`config.mk`:
```
export PLATFORM = sky130hd
export DESIGN_NAME = humidity_temp_frame_decoder_unit
export DESIGN_NICKNAME = d
export VERILOG_FILES = /design/src/sv/htfd_pkg.sv /design/src/sv/humidity_temp_frame_decoder_unit.sv /design/src/sv/htfd_conv.sv
export SDC_FILE = /design/constraint.sdc
export NUM_CORES = 1
export LEC_CHECK = 0
export BUFFER_PORTS_ARGS = -buffer_cell sky130_fd_sc_hd__buf_4
export CELL_PAD_IN_SITES_DETAIL_PLACEMENT = 1
export CELL_PAD_IN_SITES_GLOBAL_PLACEMENT = 1
export CORE_UTILIZATION = 50
export CTS_CLUSTER_SIZE = 40
export DETAILED_ROUTE_END_ITERATION = 6
export GPL_TIMING_DRIVEN = 0
export PLACE_DENSITY_LB_ADDON = 0.3
export SLEW_MARGIN = 40
export SYNTH_ARGS = -nofsm -noshare
export SYNTH_HDL_FRONTEND = slang
export SYNTH_HIERARCHICAL = 1
export SYNTH_SLANG_ARGS = --single-unit
export TNS_END_PERCENT = 10
```
`constraint.sdc`:
```
create_clock -name i_clk -period 10.2 [get_ports i_clk]
set_input_delay 2.04 -clock i_clk [delete_from_list [all_inputs] [get_ports i_clk]]
set_output_delay 2.04 -clock i_clk [all_outputs]
set_load 0.005 [all_outputs]
```
`src/sv/htfd_pkg.sv`:
```
// htfd_pkg: shared types, constants and the crc-8 helper for the frame decoder
// used by htfd_conv and humidity_temp_frame_decoder_unit; no dependencies
package htfd_pkg;

    // frame kinds carried in tuser
    typedef enum logic [1:0] {
        KIND_HUM         = 2'd0,
        KIND_TEMP        = 2'd1,
        KIND_TEMP_NO_CRC = 2'd2
    } t_kind;

    // crc-8, polynomial x^8+x^5+x^4+1, init 0, msb first
    localparam logic [7:0] CRC_POLY = 8'h31;

    // fixed point conversion constants (hundredths)
    localparam logic [14:0]        RH_SCALE  = 15'd12500;
    localparam logic [14:0]        T_SCALE   = 15'd17572;
    localparam logic signed [15:0] RH_OFFSET = 16'sd600;
    localparam logic signed [15:0] RH_MAX    = 16'sd10000;
    localparam logic signed [15:0] T_OFFSET  = 16'sd4685;

    // one decoded result
    typedef struct packed {
        logic signed [14:0] value_centi;
        logic               status;
    } t_result;

    // shift one byte through the crc register
    function automatic logic [7:0] htfd_crc_byte(input logic [7:0] crc_in,
                                                 input logic [7:0] data);
        logic [7:0] c;
        c = crc_in ^ data;
        for (int j = 0; j < 8; j++) begin
            c = c[7] ? ({c[6:0], 1'b0} ^ CRC_POLY) : {c[6:0], 1'b0};
        end
        return c;
    endfunction

endpackage

```
`src/sv/humidity_temp_frame_decoder_unit.sv`:
```
// humidity_temp_frame_decoder_unit: stream top level, input register, decode, result register
// depends on htfd_pkg and htfd_conv
//
//  channel   dir  tdata                                       tuser
//  s_axis    in   [7:0] msb_byte [15:8] lsb_byte [23:16] chk  [1:0] req_type
//  m_axis    out  [14:0] value_centi (signed) [15] zero       [0] status
//
// a frame goes from accepted input beat to result beat through the input register,
// then through the crc and multiply into the result register.
// throughput is one frame per cycle; both registers advance whenever the result
// register is empty or its beat is taken.
// synchronous active-low reset empties both stages; payload registers are not reset.
// a stall on m_axis holds the result, then the input register, then drops tready.
module humidity_temp_frame_decoder_unit
    import htfd_pkg::*;
(
    input  logic        i_clk,
    input  logic        i_rst_n,
    input  logic        i_s_axis_tvalid,
    output logic        o_s_axis_tready,
    input  logic [23:0] i_s_axis_tdata,   // msb_byte, lsb_byte, check_byte
    input  logic [1:0]  i_s_axis_tuser,   // req_type
    output logic        o_m_axis_tvalid,
    input  logic        i_m_axis_tready,
    output logic [15:0] o_m_axis_tdata,   // value_centi, zero pad
    output logic [0:0]  o_m_axis_tuser    // status
);

    logic        r_in_valid;
    logic [1:0]  r_in_kind;
    logic [23:0] r_in_data;
    logic        r_out_valid;
    t_result     r_out;
    logic        out_load;
    logic        in_load;
    t_result     result;

    // stage advance
    assign out_load        = !r_out_valid || i_m_axis_tready;
    assign o_s_axis_tready = !r_in_valid || out_load;
    assign in_load         = o_s_axis_tready && i_s_axis_tvalid;

    // valid bits
    always_ff @(posedge i_clk) begin
        if (!i_rst_n) begin
            r_in_valid  <= 1'b0;
            r_out_valid <= 1'b0;
        end else begin
            if (o_s_axis_tready) begin
                r_in_valid <= i_s_axis_tvalid;
            end
            if (out_load) begin
                r_out_valid <= r_in_valid;
            end
        end
    end

    // input beat capture
    always_ff @(posedge i_clk) begin
        if (in_load) begin
            r_in_kind <= i_s_axis_tuser;
            r_in_data <= i_s_axis_tdata;
        end
    end

    htfd_conv u_conv (
        .i_kind       (r_in_kind),
        .i_msb_byte   (r_in_data[7:0]),
        .i_lsb_byte   (r_in_data[15:8]),
        .i_check_byte (r_in_data[23:16]),
        .o_result     (result)
    );

    // result capture
    always_ff @(posedge i_clk) begin
        if (out_load && r_in_valid) begin
            r_out <= result;
        end
    end

    assign o_m_axis_tvalid = r_out_valid;
    assign o_m_axis_tdata  = {1'b0, r_out.value_centi};
    assign o_m_axis_tuser  = r_out.status;

endmodule

```
`src/sv/htfd_conv.sv`:
```
// htfd_conv: combinational crc check and code-to-hundredths conversion of one frame
// depends on htfd_pkg
module htfd_conv
    import htfd_pkg::*;
(
    input  logic [1:0] i_kind,
    input  logic [7:0] i_msb_byte,
    input  logic [7:0] i_lsb_byte,
    input  logic [7:0] i_check_byte,
    output t_result    o_result
);

    logic [7:0]         crc_calc;
    logic               crc_ok;
    logic [15:0]        code;
    logic [14:0]        scale;
    logic [30:0]        prod;
    logic [14:0]        scaled;
    logic signed [15:0] offset;
    logic signed [15:0] diff;
    logic signed [15:0] hum_clamped;

    // crc over high byte then low byte
    assign crc_calc = htfd_crc_byte(htfd_crc_byte(8'h00, i_msb_byte), i_lsb_byte);
    assign crc_ok   = (crc_calc == i_check_byte);

    // one shared constant multiply, scale picked by kind
    assign code   = {i_msb_byte, i_lsb_byte};
    assign scale  = (i_kind == KIND_HUM) ? RH_SCALE : T_SCALE;
    assign prod   = {15'd0, code} * {16'd0, scale};
    assign scaled = prod[30:16];
    assign offset = (i_kind == KIND_HUM) ? RH_OFFSET : T_OFFSET;
    assign diff   = $signed({1'b0, scaled}) - offset;

    // humidity clamp to 0..10000
    always_comb begin
        if (diff < 16'sd0) begin
            hum_clamped = 16'sd0;
        end else if (diff > RH_MAX) begin
            hum_clamped = RH_MAX;
        end else begin
            hum_clamped = diff;
        end
    end

    // result select by kind; bad check or unused kind gives zero and status set
    always_comb begin
        o_result = '0;
        unique case (i_kind)
            KIND_HUM: begin
                if (crc_ok) begin
                    o_result.value_centi = hum_clamped[14:0];
                end else begin
                    o_result.status = 1'b1;
                end
            end
            KIND_TEMP: begin
                if (crc_ok) begin
                    o_result.value_centi = diff[14:0];
                end else begin
                    o_result.status = 1'b1;
                end
            end
            KIND_TEMP_NO_CRC: begin
                o_result.value_centi = diff[14:0];
            end
            default: begin
                o_result.status = 1'b1;
            end
        endcase
    end

endmodule

```
* Word-level counts from Yosys, hierarchy flattened *
Index checks and enable logic that the tools add are counted.

storage, ports and cells
  register bits = 44
  word-level logic and storage cells = 63
  output and inout port bits = 19

cells by class
  $add $sub $neg = 1
  multiply operators = 1
  bitwise logic cells = 17
  mux-type cells = 25
  order comparisons = 2
  reductions and logical operators = 8
  equal/unequal tests = 3

operators with widths
  kind                                                              number
  two-way mux 6 bit                                                 16
  two-way mux 15 bit                                                5
  NOT 3 bit                                                         16
  one-hot mux 15 bit (3 select lines)                               1
  multiplier 16 x 15 -> 31 bit                                      1
  greater-than comparator 16 x 15 -> 1 bit (second input constant)  1
  < comparator 16 x 1 -> 1 bit (second input constant)              1
  subtractor 15 x 13 -> 16 bit                                      1
  two-way mux 13 bit                                                1
  equality test 8 bit                                               1
  XOR 8 bit                                                         1
  equality test 2 x 1 -> 1 bit (second input constant)              1
  equality test 2 bit (second input constant)                       1
  logical AND 1 bit                                                 2
  logical NOT 1 bit                                                 2
  logical NOT 2 bit                                                 1
  logical OR 1 bit                                                  2
  one-hot mux 1 bit (2 select lines)                                1
  OR reduction 2 bit                                                1
  two-way mux 1 bit                                                 1

* Depth between registers and ports, before layout *
Gate-level depths: netlist of the first run.

  depth after elaboration = 36
  gate-level depth with buffers = 34
  mapped depth without buffers = 31

* By module *
Netlist of the first run, hierarchy kept.

modules (own cells, without submodules)
  module                            area each (um^2)  seq. area each (um^2)  cells an instance  instances
  htfd_conv                         5940.7            0.0                    688                1
  humidity_temp_frame_decoder_unit  1376.3            1301.2                 53                 1

* Worst setup path before layout of the first run *
Ideal clock, no wire load.

  path type = reg2reg
  start = register r_in_kind[0]
  end = register r_out, in the netlist o_m_axis_tdata[3] (data pin)
  buffers on the path = 2
  arrival time = 7.513 ns
  clock period less this slack = 7.777 ns
  path slack = 2.423 ns
  setup time = 0.264 ns
  stages on the path, launching flop included = 30
  cells stage by stage = edfxtp_1 or2_2 clkbuf_1 clkbuf_1 and2_1 or2_2 fa_1 fa_1 inv_1 fa_1 fa_1 inv_1 ha_1 ha_1 a21oi_1 o21ai_0 o311ai_0 o211ai_1 xor2_1 ha_1 nand2b_1 or4_1 nand4b_1 a41o_1 o21a_1 xnor2_1 o311ai_0 o32a_1 a31oi_4 nor2_1

RTL lines
  item                    line                                    RTL
  start, declared         humidity_temp_frame_decoder_unit.sv:30  logic [1:0] r_in_kind;
  start signal, assigned  humidity_temp_frame_decoder_unit.sv:61  r_in_kind <= i_s_axis_tuser;
  end signal, assigned    humidity_temp_frame_decoder_unit.sv:77  r_out <= result;
  end, declared           humidity_temp_frame_decoder_unit.sv:33  t_result r_out;

==> flow_summary.toml, run 1 <==
[yosys]
synth-edff-count = 42
yosys-top-cells-area = "ha_1 (21%), fa_1 (21%), edfxtp_1 (17%)"
synth_cell_type_count = 75
ys_ff_latch = 44
synth_flop_cell = "edfxtp_1"
synth_area_um2 = 7317
netlist_top_cells_count = "ha_1 (124), inv_1 (101), fa_1 (76), xnor2_1 (49), nand2_1 (43)"
syn_avg_cell_area_um2 = 9.875
ys_seq_area_share_pct = 17.78
synth_cells = 741
postSynth.asyncResetShare_pct = 0
yosysTopAreaCellShare_pct = 21.20
synth_most_common_cell = "ha_1"
synth_warnings = 6
yosysTopAreaCell = "ha_1"

[layout]
area_growth_pct = 11.03
fillers = 1584
fin_nets = 1041
drive_gt1_share_pct = 10.96
antennaDiodeCount = 0
multi_input_area_um2 = 5610
seq_area_um2 = 1301

[setup_path]
reg2reg_setup_slack_ns = 0.65
cpLargestDelayFamily = "adder cells"
worst_ep_arrival_time_ns = 9.59
crit_buf_inv = 5
crit_start = "r_in_kind[0]$_DFFE_PP_"
cpPeakStageDelay_ns = 0.68
worstPathRequired_ns = 10.24
crit_path_top_delay_cell = "clkbuf_1"
start_kind = "register"
path_max_fanout = 11
critPathCaptureType = "register"
rr_startpoint = "r_in_kind[0]$_DFFE_PP_"
path_class = "reg2reg"

[min_path]
hold_start = "o_m_axis_tvalid$_SDFFE_PN0P_"
hp-class = "reg2reg"

[grt]
gr-total-overflow = 0
antenna_found_initial = 0
grt_pass1_wl_mm = 31.04
grt_usage_pct = 27.44
grt_pass1_vias = 6103
grt_max_degree = 20

[routing]
vias = 5730
drc_errors = 0
drt-initial-drc-count = 366
via_per_inst = 5.776
detail-route-antenna-nets = 0
drt_wl_total_mm = 19.48
dr.pass1.iters = 5
wire_per_inst_um = 19.64

[clock_network]
clk_pin_slew_ns = 0.06
htreeDepth = 2
cts_tree = "done"
clkLatencyLatePin_ns = 0.30
root_buffer = "clkbuf_16"
cts-resized-gates = 0
clock-sinks = 44
post_cts_buffers = 0
cts_buffer_depth = 2
numCtsBuffers = 5
hold_buffers = 0

[die]
die-area_um2 = 15120
core-area_um2 = 14100
io_pins = 49
std_cell_rows = 43
initial_core_util_pct = 51.91
die_w_um = 123.0
chipHeight_um = 123.0

[job]
cap_violations = 0

[sta]
drv_slew = 0
relSlewSlack_pct = 45.60
setup_viol = 0
fmax_ghz = 0.1047
fin_hold_ws_ns = 0.5342
min_period_over_period_pct = 93.65
fin_crit_ns = 9.553
setup_tns_ns = 0
finalHoldViolCount = 0
rsz0062_at_grt = "no"
skew_ns = 0.007631
worst_pin_slew_ns = 0.8159

[placed_design]
port-buffer-count = 47
hpwl_mm = 16.89
gp_congestion = 0.8919

[status]
status = "completed"
-- layout by cell type (no fill, tap or decap), types with 13 or more instances in the layout --
cell,n
ha_1,124
inv_1,101
fa_1,76
buf_4,49
xnor2_1,49
nand2_1,43
edfxtp_1,42
nor2_1,32
o21ai_0,26
a21oi_1,23
clkbuf_1,21
conb_1,18
xor2_1,18
and2_1,17
or2_2,14
and3_1,13
-- worst reg2reg max path: cells and delay by family (launching register included) --
kind / cells / cell delay (ns)
AND/OR/NAND/NOR: 8 / 1.66
XOR/XNOR: 2 / 0.26
adder cells (fa/ha/maj): 7 / 3.01
flip-flops: 1 / 0.51
buffers and inverters: 5 / 1.93
AO/OA/AOI/OAI: 7 / 1.92
-- final timing paths --
kind	end	cells past startpoint
worst min-delay path	r_in_valid$_SDFFE_PN0P_	2
worst max-delay path	o_m_axis_tdata[7]$_DFFE_PP_	29
worst min register to register	r_in_valid$_SDFFE_PN0P_	2
worst max register to register	o_m_axis_tdata[7]$_DFFE_PP_	29
-- registers in the layout (all words and copies together) (netlist names) --
signal	flops
o_m_axis_tuser	1
r_in_valid	1
o_m_axis_tdata	15
r_in_data	24
o_m_axis_tvalid	1
r_in_kind	2
-- layout make-up --
| class | instances | area share [%] |
|---|---|---|
| inverters | 101 | 4.667 |
| multi-input cells | 586 | 69.06 |
| clock buffers | 5 | 1.540 |
| well taps | 180 | 2.772 |
| repair buffers | 48 | 4.528 |
| flip-flops and latches | 44 | 16.02 |
| clock inverters | 3 | 0.1694 |
| plain buffers | 25 | 1.247 |
-- metal layers --
metal	vias to the layer above	global-route usage (%)	part of all wire (%)
li1	2667	-	-
met1	2881	35.76	43
met2	155	47.23	50
met3	27	3.321	4.7
met4	0	9.187	2.5
met5	-	0	0
-- stage by stage --
stage | setup slack (ns) | area (um^2) | instances | utilization (%)
4_1_cts | 0.7819 | 8119 | 992 | 57.60
6_report | 0.6474 | 8124 | 992 | 57.63
3_5_place_dp | 0.8107 | 7980 | 984 | 56.61
2_1_floorplan | 2.423 | 7373 | 756 | -
3_3_place_gp | 1.041 | 7951 | 983 | 56.41
5_1_grt | 0.2005 | 8124 | 992 | 57.63
-- kinds of logic after synthesis --
family,count (synthesis),synth area share [%]
adder cells (fa/ha/maj),200,42.00
AND/OR/NAND/NOR,184,14.02
multiplexers,2,0.2736
flip-flops,44,17.78
buffers and inverters,126,6.566
other,3,0.1539
XOR/XNOR,67,8.020
AO/OA/AOI/OAI,115,11.18
Power of run 1 is left out: the tool's default activity adds up to more than one toggle a clock period on the data nets, which glitch-free logic cannot reach.
==> run 2: changes to the inputs <==
--- a/config.mk
+++ b/config.mk
@@ -5,10 +5,11 @@
 export SDC_FILE = /design/constraint.sdc
 export NUM_CORES = 1
 export LEC_CHECK = 0
+export ABC_AREA = 1
 export BUFFER_PORTS_ARGS = -buffer_cell sky130_fd_sc_hd__buf_4
 export CELL_PAD_IN_SITES_DETAIL_PLACEMENT = 1
 export CELL_PAD_IN_SITES_GLOBAL_PLACEMENT = 1
-export CORE_UTILIZATION = 50
+export CORE_UTILIZATION = 48
 export CTS_CLUSTER_SIZE = 40
 export DETAILED_ROUTE_END_ITERATION = 6
 export GPL_TIMING_DRIVEN = 0
==> flow_summary.toml, run 2 <==
[status]
status = "finished, violations left"
violations = "DRC"

[setup_path]
worstRegToRegCells = 35
rr_startpoint = "r_in_kind[1]$_DFFE_PP_"
path_class = "reg2reg"
r2r_end = "o_m_axis_tdata[2]$_DFFE_PP_"
crit_path_frequent_cell = "nand2_1"
start_kind = "register"
path_max_fanout = 11
worst_ep_arrival_time_ns = 8.30
crit_path_top_delay_cell = "clkbuf_1"
reg2reg_setup_slack_ns = 1.94
worstPathRequired_ns = 10.24
cpPeakStageDelay_ns = 0.62
critPathCaptureType = "register"

[yosys]
ys_ff_latch = 44
synth_cells = 900
synth_cell_type_count = 37
ys_seq_area_share_pct = 17.46
synth_warnings = 6
yosys-top-cells-area = "ha_1 (21%), fa_1 (20%), edfxtp_1 (17%)"
synth_most_common_cell = "inv_1"
syn_avg_cell_area_um2 = 8.282
synth_area_um2 = 7453
netlist_top_cells_count = "inv_1 (189), nand2_1 (166), ha_1 (124), nor2_1 (85), fa_1 (76)"
postSynth.asyncResetShare_pct = 0
synth_flop_cell = "edfxtp_1"
yosysTopAreaCell = "ha_1"
synth-edff-count = 42
yosysTopAreaCellShare_pct = 20.82

[routing]
vias = 6008
wire_per_inst_um = 17.34
drc_errors = 2
dr.pass1.iters = 6
drt-initial-drc-count = 217
via_per_inst = 5.188
detail-route-antenna-nets = 0
drt_wl_total_mm = 20.08

[die]
die-area_um2 = 16030
core-area_um2 = 15200
io_pins = 49
std_cell_rows = 45
chipHeight_um = 126.6
initial_core_util_pct = 49.03
die_w_um = 126.6

[clock_network]
cts_buffer_depth = 2
clkLatencyLatePin_ns = 0.29
numCtsBuffers = 5
post_cts_buffers = 0
root_buffer = "clkbuf_16"
cts-resized-gates = 0
cts_tree = "done"
htreeDepth = 2
clk_pin_slew_ns = 0.06
hold_buffers = 0
clock-sinks = 44

[grt]
gr-total-overflow = 0
grt_pass1_vias = 6769
grt_max_degree = 27
grt_pass1_wl_mm = 33.70
grt_usage_pct = 27.31
antenna_found_initial = 0

[sta]
worst_pin_slew_ns = 0.8079
min_period_over_period_pct = 80.95
fmax_ghz = 0.1211
finalHoldViolCount = 0
setup_tns_ns = 0
drv_slew = 0
rsz0062_at_grt = "no"
fin_crit_ns = 8.257
skew_ns = 0.006313
setup_ws_ns = 1.943
setup_viol = 0
relSlewSlack_pct = 46.14

[layout]
final_util_pct = 54.44
final_common_cell = "inv_1"
largest_register = "r_in_data"
drive_gt1_share_pct = 9.485
antennaDiodeCount = 0
fin_nets = 1199
mostFrequentLayoutCells = "inv_1 (188), nand2_1 (166), ha_1 (124)"
area_growth_pct = 11.05
largest_reg_flops = 24

[placed_design]
place_ws_ns = 2.010
port-buffer-count = 47
hpwl_mm = 17.48
gp_congestion = 0.8722

[job]
cap_violations = 0

[min_path]
whs_path_depth = 2
hold_start = "r_in_valid$_SDFFE_PN0P_"
hp-class = "reg2reg"
hold_path_end = "r_in_valid$_SDFFE_PN0P_"
[run 2: changes by cell type in the layout (fill, tap and decap cells not counted), sizes merged, moves of 10 or more]
cell / before / now
xnor2: 49 / 21
nor2: 32 / 96
and3: 13 / 2
o21a: 10 / 0
nand2: 43 / 171
inv: 101 / 189
and2: 18 / 1
nand3: 10 / 41
xor2: 18 / 28
[run 2: per-stage QoR]
stage	std cells	cell area, um^2	hold slack (ns)
6_report	1158	8277	0.5508
5_1_grt	1158	8277	0.5695
2_1_floorplan	915	7510	0.4608
4_1_cts	1158	8277	0.5462
3_5_place_dp	1150	8109	0.5331
3_3_place_gp	1150	8098	0.4773
[run 2: worst max-delay path by stage]
stage	slack (ns)	startpoint	to	cells after the start
final	1.94	r_in_kind[1]$_DFFE_PP_	o_m_axis_tdata[2]$_DFFE_PP_	35
after global routing	1.39	r_in_kind[1]$_DFFE_PP_	o_m_axis_tdata[1]$_DFFE_PP_	37
after CTS	2.00	r_in_kind[1]$_DFFE_PP_	o_m_axis_tdata[1]$_DFFE_PP_	35
after detailed placement	2.01	r_in_kind[1]$_DFFE_PP_	o_m_axis_tdata[1]$_DFFE_PP_	35
after global placement	2.19	r_in_kind[1]$_DFFE_PP_	o_m_axis_tdata[1]$_DFFE_PP_	34
after floorplan	3.46	r_in_kind[1]$_DFFE_PP_	o_m_axis_tdata[14]$_DFFE_PP_	35
[run 2: final cells by class]
| type | count | area [um^2] |
|---|---|---|
| Buffer | 15 | 70.07 |
| Clock buffer | 5 | 125.1 |
| Clock inverter | 3 | 42.54 |
| Fill cell | 1888 | 6925 |
| Inverter | 189 | 709.4 |
| Multi-Input combinational cell | 667 | 5440 |
| Sequential cell | 44 | 1301 |
| Tap cell | 188 | 235.2 |
| Timing Repair Buffer | 47 | 352.8 |
[run 2: kinds of logic after synthesis]
family	Yosys count	synth area share (%)
simple gates	337	19.46
buf+inv	204	10.46
fa+ha+maj	200	41.23
compound gates	63	4.532
xor+xnor	49	6.715
flops	44	17.46
other cells	3	0.1511
[run 2: metal layers]
layer	routed length, um	vias to the layer above	GRT usage (%)	share of wire, %
li1	-	2926	-	-
met3	460	36	2.784	2.3
met5	0	-	0	0
met4	488	0	7.512	2.4
met2	10700	103	51.64	53
met1	8434	2943	32.76	42
[run 2: critical path, delay by kind of cell, from the launching register on]
kind                     cells  cell delay (ns)
adder cells (fa/ha/maj)      8             3.37
AND/OR/NAND/NOR             16             2.18
buffers and inverters        6             1.13
AO/OA/AOI/OAI                4             0.85
flip-flops                   1             0.34
XOR/XNOR                     1             0.13
Power of run 2 is left out for the same reason.
==> run 3: changes to the inputs <==
--- a/config.mk
+++ b/config.mk
@@ -5,11 +5,11 @@
 export SDC_FILE = /design/constraint.sdc
 export NUM_CORES = 1
 export LEC_CHECK = 0
-export ABC_AREA = 1
+export ABC_AREA = 0
 export BUFFER_PORTS_ARGS = -buffer_cell sky130_fd_sc_hd__buf_4
 export CELL_PAD_IN_SITES_DETAIL_PLACEMENT = 1
 export CELL_PAD_IN_SITES_GLOBAL_PLACEMENT = 1
-export CORE_UTILIZATION = 48
+export CORE_UTILIZATION = 50
 export CTS_CLUSTER_SIZE = 40
 export DETAILED_ROUTE_END_ITERATION = 6
 export GPL_TIMING_DRIVEN = 0
==> constraint.sdc (replaced) <==
create_clock -name i_clk -period 8.1 [get_ports i_clk]
set_input_delay 1.62 -clock i_clk [delete_from_list [all_inputs] [get_ports i_clk]]
set_output_delay 1.62 -clock i_clk [all_outputs]
set_load 0.005 [all_outputs]
==> flow_summary.toml, run 3 (synthesized netlist as in run 1, its figures left out) <==
[setup_path]
path_class = "reg2reg"
cpPeakStageDelay_ns = 0.57
reg2reg_setup_slack_ns = 0.13
worstRegToRegCells = 32
worstPathRequired_ns = 8.15
rr_startpoint = "r_in_kind[0]$_DFFE_PP_"
critPathCaptureType = "register"
r2r_end = "o_m_axis_tdata[2]$_DFFE_PP_"
start_kind = "register"
crit_path_top_delay_cell = "fa_1"
path_max_fanout = 10
worst_ep_arrival_time_ns = 8.02

[routing]
vias = 5921
drt_wl_total_mm = 21.56
via_per_inst = 5.886
wire_per_inst_um = 21.43
drt-initial-drc-count = 441
drc_errors = 0
dr.pass1.iters = 5
detail-route-antenna-nets = 0

[layout]
instances_no_fill = 1006
antennaDiodeCount = 0
fin_nets = 1055
drive_gt1_share_pct = 19.37
mostFrequentLayoutCells = "ha_1 (109), inv_1 (100), fa_1 (76)"
largest_reg_flops = 24
largest_register = "r_in_data"
final_common_cell = "ha_1"
area_growth_pct = 17.78
final_util_pct = 61.14

[placed_design]
gp_congestion = 0.8919
port-buffer-count = 47
hpwl_mm = 16.89
dp.cells = 984

[die]
io_pins = 49
initial_core_util_pct = 51.91
core-area_um2 = 14100
die-area_um2 = 15120
chipHeight_um = 123.0
std_cell_rows = 43
die_w_um = 123.0

[clock_network]
numCtsBuffers = 5
cts_tree = "done"
hold_buffers = 0
htreeDepth = 2
root_buffer = "clkbuf_16"
clock-sinks = 44
clkLatencyLatePin_ns = 0.30
cts_buffer_depth = 2
clk_pin_slew_ns = 0.06

[sta]
finalHoldViolCount = 0
fmax_ghz = 0.1255
setup_viol = 0
min_period_over_period_pct = 98.36
worst_pin_slew_ns = 0.8369
fin_crit_ns = 7.967
relSlewSlack_pct = 44.02
fin_hold_ws_ns = 0.5351
skew_ns = 0.007239
drv_slew = 0

[job]
cap_violations = 0

[grt]
antenna_found_initial = 0
grt_usage_pct = 27.88
grt_pass1_vias = 6172
grt_pass1_wl_mm = 31.48
gr-total-overflow = 0
grt_max_degree = 20

[min_path]
hold_start = "o_m_axis_tvalid$_SDFFE_PN0P_"
hp-class = "reg2reg"
hold_path_end = "r_in_valid$_SDFFE_PN0P_"
whs_path_depth = 2

[status]
status = "completed"
==> run 3: cell count changes in the layout (fill, tap and decap cells not counted), moves of 12 or more <==
| cell | change |
|---|---|
| xnor2_1 | +28 |
| nand3_1 | -30 |
| a21oi_1 | -12 |
| nor2_1 | -55 |
| inv_1 | -88 |
| nand2_1 | -127 |
| buf_4 | +18 |
| and2_1 | +16 |
| ha_1 | -15 |
==> run 3: stage by stage <==
| step | worst slack (ns) | cell area [um^2] | TNS [ns] |
|---|---|---|---|
| after detailed placement | -1.289 | 7980 | -17.41 |
| after CTS | 0.00003464 | 8262 | 0 |
| after global placement | -1.059 | 7951 | -14.02 |
| after floorplan | 0.3229 | 7373 | 0 |
| final | 0.1326 | 8618 | 0 |
| after global routing | -0.09604 | 8618 | -1.078 |
==> run 3: timing repair <==
item / in CTS / in global routing
endpoints found under the setup margin: 15 / 14
pin swaps: 8 / 32
setup buffers: 8 / 10
gates resized for setup: 23 / 59
==> run 3: worst max-delay path by stage <==
stage	from	endpoint	slack [ns]	cells past startpoint
finish	r_in_kind[0]$_DFFE_PP_	o_m_axis_tdata[2]$_DFFE_PP_	0.13	32
CTS	r_in_kind[1]$_DFFE_PP_	o_m_axis_tdata[11]$_DFFE_PP_	0.00003	29
floorplan	r_in_kind[0]$_DFFE_PP_	o_m_axis_tdata[3]$_DFFE_PP_	0.32	29
global route	r_in_kind[0]$_DFFE_PP_	o_m_axis_tdata[1]$_DFFE_PP_	-0.1	33
detailed placement	r_in_kind[0]$_DFFE_PP_	o_m_axis_tdata[1]$_DFFE_PP_	-1.29	29
global placement	r_in_kind[0]$_DFFE_PP_	o_m_axis_tdata[3]$_DFFE_PP_	-1.06	29
==> run 3: per-layer routing <==
metal,vias to the layer above,global-route usage [%],share of wire (%)
li1,2697,-,-
met1,3011,36.11,42
met2,175,48.17,52
met3,38,3.506,3.8
met4,0,9.262,2.7
met5,-,0,0
==> run 3: worst max-delay path, delay by kind of cell, from the launching register on <==
| kind | cells | cell delay [ns] |
|---|---|---|
| DFF | 1 | 0.44 |
| AOI/OAI and AO/OA | 9 | 1.92 |
| adders and majority gates | 8 | 3.28 |
| and+or+nand+nor | 7 | 1.14 |
| buffers and inverters | 7 | 0.71 |
| xor gates and xnor gates | 1 | 0.20 |
==> run 3: area by class of cell <==
class	instances	area, um^2
Inverter	101	379.1
Tap cell	180	225.2
Multi-Input combinational cell	586	5952
Clock inverter	3	13.76
Fill cell	1536	5478
Sequential cell	44	1301
Clock buffer	5	125.1
Timing Repair Buffer	66	515.5
Buffer	21	106.4
Power of run 3 is left out for the same reason.
